==> config.mk <==
export PLATFORM = sky130hd
export DESIGN_NAME = xor_rotate_random_interval_unit
export DESIGN_NICKNAME = d
export VERILOG_FILES = /design/src/hdl/xrri_pkg.sv /design/src/hdl/xrri_divider.sv /design/src/hdl/xor_rotate_random_interval_unit.sv
export VERILOG_INCLUDE_DIRS = /design/src /design/src/hdl
export SDC_FILE = /design/constraint.sdc
export NUM_CORES = 1
export LEC_CHECK = 0
export BUFFER_PORTS_ARGS = -buffer_cell sky130_fd_sc_hd__buf_2
export CAP_MARGIN = 20
export CORE_UTILIZATION = 38
export CTS_CLUSTER_DIAMETER = 100
export DETAILED_ROUTE_END_ITERATION = 7
export PLACE_DENSITY_LB_ADDON = 0.25
export SLEW_MARGIN = 15
export SYNTH_ARGS = -nofsm -noshare
export SYNTH_HDL_FRONTEND = slang
export SYNTH_HIERARCHICAL = 1
export SYNTH_SLANG_ARGS = --single-unit
==> constraint.sdc <==
create_clock -name clk -period 14.4 [get_ports clk]
set_input_delay 2.16 -clock clk [delete_from_list [all_inputs] [get_ports clk]]
set_output_delay 2.16 -clock clk [all_outputs]
set_load 0.1 [all_outputs]
==> src/hdl/xor_rotate_random_interval_unit_assert.svh <==
// assertion macros for the interval random generator
`ifndef XOR_ROTATE_RANDOM_INTERVAL_UNIT_ASSERT_SVH
`define XOR_ROTATE_RANDOM_INTERVAL_UNIT_ASSERT_SVH

`ifndef SYNTHESIS

// same-cycle implication, checked out of reset
`define XRRI_ASSERT_NOW(lbl, clk, rst, ant, cons, msg) \
  lbl: assert property (@(posedge clk) disable iff (rst) (ant) |-> (cons)) else $error(msg);

// next-cycle implication, checked out of reset
`define XRRI_ASSERT_NEXT(lbl, clk, rst, ant, cons, msg) \
  lbl: assert property (@(posedge clk) disable iff (rst) (ant) |=> (cons)) else $error(msg);

`else

`define XRRI_ASSERT_NOW(lbl, clk, rst, ant, cons, msg)
`define XRRI_ASSERT_NEXT(lbl, clk, rst, ant, cons, msg)

`endif

`endif

==> src/hdl/xrri_pkg.sv <==
// shared widths and seed mixing function of the interval random generator
package xrri_pkg;

  localparam int WordW = 16;
  localparam int CntW  = $clog2(WordW + 1);

  typedef logic [WordW-1:0] word_t;

  function automatic word_t rotl(input word_t v, input int unsigned n);
    word_t r;
    r = (v << n) | (v >> (WordW - n));
    return r;
  endfunction

  // two rotate steps that turn the seed into the next seed
  function automatic word_t mix_seed(input word_t seed, input word_t key);
    word_t a;
    word_t s;
    a = rotl(seed ^ key, 2);
    s = a + key;
    return rotl(s ^ seed, 3);
  endfunction

endpackage

==> src/hdl/xrri_divider.sv <==
// bit-serial restoring remainder unit, one dividend bit per cycle
module xrri_divider
  import xrri_pkg::*;
(
  input  logic  clk,
  input  logic  rst,
  input  logic  start,
  input  word_t dividend,
  input  word_t divisor,
  output logic  done,
  output word_t remainder
);

  word_t         quo;
  word_t         dvs;
  word_t         rem;
  logic [CntW-1:0] cnt;
  logic          busy;

  logic [WordW:0] trial;
  logic [WordW:0] diff;
  word_t          rem_next;

  // shift in the next dividend bit and subtract when it fits
  always_comb begin
    trial = {rem, quo[WordW-1]};
    diff  = trial - {1'b0, dvs};
    if (!diff[WordW]) begin
      rem_next = diff[WordW-1:0];
    end else begin
      rem_next = trial[WordW-1:0];
    end
  end

  always_ff @(posedge clk) begin
    if (rst) begin
      busy <= 1'b0;
      done <= 1'b0;
      cnt  <= '0;
    end else begin
      done <= 1'b0;
      if (start) begin
        busy <= 1'b1;
        cnt  <= CntW'(WordW);
        quo  <= dividend;
        dvs  <= divisor;
        rem  <= '0;
      end else if (busy) begin
        rem <= rem_next;
        quo <= quo << 1;
        cnt <= cnt - CntW'(1);
        if (cnt == CntW'(1)) begin
          busy <= 1'b0;
          done <= 1'b1;
        end
      end
    end
  end

  assign remainder = rem;

endmodule

==> src/hdl/xor_rotate_random_interval_unit.sv <==
// Interval random generator: draws a 16-bit value in low_bound..high_bound.
// Input channel s_*: one beat per request. s_tuser is the request kind
// (0 draw, 1 load seed); s_tdata carries low_bound, high_bound, seed_value.
// Output channel m_*: one beat per request with the drawn number, 0 after
// a seed load, or low_bound-1 when the interval span wraps to zero.
// Config channel cfg_*: writes the mix_key word, always ready; write it only
// while no request is in flight.
// Flow: a draw mixes the seed and starts the bit-serial remainder unit on
// accept, waits in the divide state for the remainder, then hands the
// result over to the output register. Loads and zero-span draws skip the
// remainder unit. One request is worked on at a time: a new request is
// accepted only after the last one has reached the output register.
// The result sits in an output register, so a new request is accepted while
// the receiver stalls; a further result waits internally until the output
// register is taken, and input stays blocked meanwhile.
// Reset (rst, synchronous) clears seed and mix_key to zero and drops valid.
module xor_rotate_random_interval_unit
  import xrri_pkg::*;
(
  input  logic        clk,
  input  logic        rst,
  input  logic        s_tvalid,
  output logic        s_tready,
  input  logic [47:0] s_tdata,  // low_bound[15:0], high_bound[31:16], seed_value[47:32]
  input  logic        s_tuser,  // req_type
  output logic        m_tvalid,
  input  logic        m_tready,
  output logic [15:0] m_tdata,  // number[15:0]
  input  logic        cfg_valid,
  output logic        cfg_ready,
  input  logic [15:0] cfg_data
);

  `include "xor_rotate_random_interval_unit_assert.svh"

  typedef enum logic [1:0] {ST_IDLE, ST_DIV, ST_HOLD} state_t;

  state_t state;
  word_t  seed;
  word_t  key;
  word_t  lo_q;
  word_t  res;

  word_t  lo_in;
  word_t  hi_in;
  word_t  sv_in;
  word_t  span;
  word_t  x_new;
  word_t  mag;
  logic   accept;
  logic   div_start;
  logic   div_done;
  word_t  div_rem;
  logic   out_free;

  assign lo_in  = s_tdata[15:0];
  assign hi_in  = s_tdata[31:16];
  assign sv_in  = s_tdata[47:32];
  assign span   = hi_in - lo_in + 16'd1;
  assign x_new  = mix_seed(seed, key);
  // magnitude as signed, the most negative word maps onto itself
  assign mag    = x_new[WordW-1] ? (~x_new + 16'd1) : x_new;

  assign s_tready  = (state == ST_IDLE);
  assign cfg_ready = 1'b1;
  assign accept    = s_tvalid && s_tready;
  assign div_start = accept && !s_tuser && (span != '0);
  assign out_free  = !m_tvalid || m_tready;

  xrri_divider u_div (
    .clk       (clk),
    .rst       (rst),
    .start     (div_start),
    .dividend  (mag),
    .divisor   (span),
    .done      (div_done),
    .remainder (div_rem)
  );

  always_ff @(posedge clk) begin
    if (rst) begin
      state    <= ST_IDLE;
      seed     <= '0;
      key      <= '0;
      m_tvalid <= 1'b0;
    end else begin
      if (cfg_valid) begin
        key <= cfg_data;
      end
      // in the hold state the output register is refilled instead
      if (m_tready && state != ST_HOLD) begin
        m_tvalid <= 1'b0;
      end
      unique case (state)
        ST_IDLE: begin
          if (accept) begin
            if (s_tuser) begin
              seed  <= sv_in;
              res   <= '0;
              state <= ST_HOLD;
            end else if (span == '0) begin
              res   <= lo_in - 16'd1;
              state <= ST_HOLD;
            end else begin
              seed  <= x_new;
              lo_q  <= lo_in;
              state <= ST_DIV;
            end
          end
        end
        ST_DIV: begin
          if (div_done) begin
            res   <= div_rem + lo_q;
            state <= ST_HOLD;
          end
        end
        ST_HOLD: begin
          if (out_free) begin
            m_tvalid <= 1'b1;
            m_tdata  <= res;
            state    <= ST_IDLE;
          end
        end
        default: state <= ST_IDLE;
      endcase
    end
  end

  `XRRI_ASSERT_NEXT(a_busy_after_accept, clk, rst, s_tvalid && s_tready, !s_tready,
                    "input still ready right after a request was taken")
  `XRRI_ASSERT_NOW(a_done_in_div, clk, rst, div_done, state == ST_DIV,
                   "remainder finished outside the divide state")
  `XRRI_ASSERT_NEXT(a_done_to_hold, clk, rst, div_done, state == ST_HOLD,
                    "remainder result not handed over")
  `XRRI_ASSERT_NEXT(a_hold_emits, clk, rst, state == ST_HOLD && out_free,
                    m_tvalid && m_tdata == $past(res),
                    "pending result not moved to the output register")

endmodule

==> metrics.json <==
{
  "outcome": {"value": "completed"},
  "worst_clock_skew_on_the_final_layout": {"value": 17.8, "unit": "ps"},
  "critPathMaxStageDelay": {"value": 640, "unit": "ps"},
  "cp.arrival": {"value": 6350, "unit": "ps"},
  "first_pass_grt_wire_length": {"value": 38.9, "unit": "mm"},
  "relative_contribution_of_combinational_cells_to_total_power": {"value": 32.0, "unit": "%"},
  "slew_headroom": {"value": 41.9, "unit": "%"},
  "post_synth.cell_area_avg": {"value": 9.77, "unit": "µm²"},
  "adder_cell_area_share_of_the_yosys_netlist": {"value": 11.1, "unit": "%"},
  "postPlaceCellArea": {"value": 10500, "unit": "µm²"},
  "wire_per_inst": {"value": 17.3, "unit": "µm"},
  "initial_core_util": {"value": 38.6, "unit": "%"},
  "worst-endpoint-required": {"value": 14520, "unit": "ps"},
  "drv.max_cap_violation_count": {"value": 0},
  "switchingPower": {"value": 0.475, "unit": "mW"},
  "numCtsBuffers": {"value": 17},
  "grt_start_max_net_pins": {"value": 43},
  "clock.fmax": {"value": 160, "unit": "MHz"},
  "postLayoutCellArea": {"value": 11000, "unit": "µm²"},
  "synth_top_family_by_area": {"value": "compound AO/OA/AOI/OAI gates"},
  "worst-path-max-fanout": {"value": 42},
  "tns": {"value": 0, "unit": "ps"},
  "antenna_cells": {"value": 0},
  "grt_use_total": {"value": 19.3, "unit": "%"},
  "finalMaxSlewViolations": {"value": 0},
  "finalSetupViolCount": {"value": 0},
  "clock_transition_at_path_regs": {"value": 60, "unit": "ps"},
  "finalCritPeriodShare": {"value": 43.3, "unit": "%"},
  "io_buffers": {"value": 87},
  "hold_path_class": {"value": "reg2reg"},
  "setup.worst_path.start_class": {"value": "input port"},
  "drt-total-wl": {"value": 24.5, "unit": "mm"},
  "final.min_clock_period": {"value": 6240, "unit": "ps"},
  "timing_hold_violations_final": {"value": 0},
  "dieArea": {"value": 26200, "unit": "µm²"},
  "cts_hold_buf": {"value": 0},
  "overflow": {"value": 0},
  "layout.cells.most_common_list": {"value": "96 x edfxtp_1, 87 x buf_2, 80 x ha_1"},
  "worstSetupPathType": {"value": "in2reg"},
  "synth.area.mux_share": {"value": 5.56, "unit": "%"},
  "mappedNetlistNets": {"value": 1146},
  "synth_area_in_compound_gates": {"value": 16.9, "unit": "%"},
  "cts_post_setup_buffers_inserted": {"value": 0},
  "finish.cell_count_without_fillers": {"value": 1415},
  "clock_latency": {"value": 440, "unit": "ps"},
  "synthesis.instances": {"value": 992},
  "power.share.clock": {"value": 32.3, "unit": "%"},
  "rsz_0062_raised_after_global_routing": {"value": "no"},
  "dp_hpwl": {"value": 18.9, "unit": "mm"},
  "cts.root.buffer_cell": {"value": "clkbuf_16"},
  "tritoncts": {"value": "done"},
  "numPlacedInstances": {"value": 1382},
  "yosys.area_share.xor_xnor": {"value": 9.21, "unit": "%"},
  "peakVddDrop": {"value": 56.3, "unit": "µV"},
  "grt_pass1_vias": {"value": 7365},
  "drcViolationCount": {"value": 0},
  "ios": {"value": 89},
  "die_width": {"value": 162, "unit": "µm"},
  "internal_power": {"value": 0.879, "unit": "mW"},
  "slowest_stage_cell_cp": {"value": "nor2_2"},
  "tightest_slew": {"value": 872, "unit": "ps"},
  "yosys.cell_types.count": {"value": 75},
  "cts_resized": {"value": 0},
  "layout_commonest_cell": {"value": "edfxtp_1"},
  "antenna_violations_before_repair": {"value": 0},
  "synthSimpleGateAreaFrac": {"value": 15.0, "unit": "%"},
  "routabilityCongestion": {"value": 0.857},
  "power_density": {"value": 123, "unit": "nW/µm²"},
  "ys_ff_latch": {"value": 138},
  "die_h": {"value": 162, "unit": "µm"},
  "yosys_warnings": {"value": 6},
  "postSynth.asyncResetShare": {"value": 0, "unit": "%"},
  "finish.net_count": {"value": 1226},
  "power.share.switching": {"value": 35.1, "unit": "%"},
  "mappedNetlistArea": {"value": 9700, "unit": "µm²"},
  "placement_rows": {"value": 58},
  "cp-end-kind": {"value": "register"},
  "via_count": {"value": 7610},
  "proportion_of_synthesized_chip_area_in_sequential_cells": {"value": 38.4, "unit": "%"},
  "first_pass_iters": {"value": 5},
  "fraction_of_final_layout_cells_with_drive_strength_greater_than_1": {"value": 15.2, "unit": "%"},
  "synth_ff_type": {"value": "edfxtp_1"},
  "core_area": {"value": 25100, "unit": "µm²"},
  "syn2layout_area_growth": {"value": 13.8, "unit": "%"},
  "clock_sinks": {"value": 138},
  "htree_num_levels": {"value": 4},
  "synth_edf_count": {"value": 96},
  "route.detailed.vias_per_inst": {"value": 5.38},
  "drt_iter0_drc": {"value": 589},
  "total_leakage_power": {"value": 4.52, "unit": "nW"},
  "ant_nets": {"value": 0},
  "cts.path.max_buffers": {"value": 2},
  "pwr-share-seq": {"value": 35.6, "unit": "%"},
  "path_cells": {"value": "buf_2 -> inv_1 -> ha_1 -> ha_1 -> fa_1 -> a211oi_4 -> o21ai_2 -> a311oi_1 -> a21oi_1 -> xnor2_1 -> or4_4 -> o21a_1 -> buf_4 -> nor2_1 -> nor2_2 -> buf_4"}
}
==> per-stage QoR <==
stage | power [mW] | setup WS (ps) | utilization, % | hold slack, ps
floorplan | 0.815 | 7820 | - | 400
global placement | 0.918 | 7930 | 41.6 | 402
detailed placement | 0.922 | 7780 | 41.6 | 405
CTS | 1.36 | 8200 | 43.9 | 421
global route | 1.43 | 7920 | 44.0 | 425
finish | 1.35 | 8160 | 44.0 | 419
==> power by group through the flow <==
stage | Combinational, mW | Clock (mW) | Sequential (mW)
floorplan | 0.322 | 0 | 0.493
global placement | 0.427 | 0 | 0.491
detailed placement | 0.430 | 0 | 0.491
CTS | 0.434 | 0.447 | 0.483
global route | 0.481 | 0.464 | 0.485
finish | 0.434 | 0.438 | 0.482
==> registers in the layout, indices dropped and copies added (netlist names) <==
name,count
u_div/dvs,16
u_div/quo,16
u_div/cnt,5
u_div/busy,1
res,16
m_tvalid,1
seed,16
u_div/remainder,16
key,16
lo_q,16
m_tdata,16
state,2
u_div/done,1
==> worst paths after layout <==
kind / depth (start not counted) / slack (ps) / from / end
setup / recovery: 16 / 8160 / s_tdata[0] / u_div/remainder[13]
setup reg to reg: 14 / 10420 / key[15] / u_div/quo[12]
hold / removal: 0 / 420 / res[6] / m_tdata[6]
hold reg to reg: 0 / 420 / res[6] / m_tdata[6]
==> worst max-delay path, delay by kind of cell <==
family	cells	cell delay (ps)
buffers and inverters	4	1030
and+or+nand+nor	3	990
AOI/OAI and AO/OA	5	980
adders and majority gates	3	920
xor gates and xnor gates	1	250
==> cells in the mapped netlist (all sizes together), types with 5 or more instances <==
cell type   n  area share, %
nor2b      17            1.1
o211ai     17            1.3
buf        10           0.67
a31oi       7           0.45
o22ai      12           0.77
nor4        5           0.48
dfxtp      42            8.7
clkbuf     24           0.93
nor2       60            2.3
inv        56            2.2
a21oi      74            4.1
o31ai       8           0.62
nor3       23            1.2
and3       10           0.65
edfxtp     96             30
ha         80             10
nand3      20            1.0
mux2       19            2.4
or4         8           0.66
nor3b       5           0.39
or3        11           0.76
o21a        6           0.46
mux2i      31            3.2
and2        5           0.32
nand4      12           0.77
o21ai      63            3.4
xnor2      59            5.3
xor2       43            3.9
nand2      60            2.3
nand2b     25            1.6
a21o       16            1.3
a211oi     15            1.3
==> kinds of logic after synthesis <==
logic type | count (synthesis)
simple gates | 277
compound gates | 249
flops | 138
xor+xnor | 102
buf+inv | 91
fa+ha+maj | 84
mux | 50
other cells | 1
==> area by class of cell <==
class,instances,area [µm²]
fillers,2507,14100
multi-input cells,763,5610
flip-flops and latches,138,3720
repair buffers,95,495
clock buffers,17,425
well taps,330,413
inverters,57,214
clock inverters,15,156
==> layer usage <==
metal / vias up / GRT usage, % / share of wire, % / wire, µm
met4: 0 / 7.55 / 2.9 / 710
met2: 162 / 33.7 / 49 / 12000
met3: 35 / 2.91 / 3.8 / 921
li1: 3814 / - / - / -
met1: 3599 / 23.8 / 44 / 10800
met5: - / 0 / 0 / 0
(Power assumes the default switching activity.)
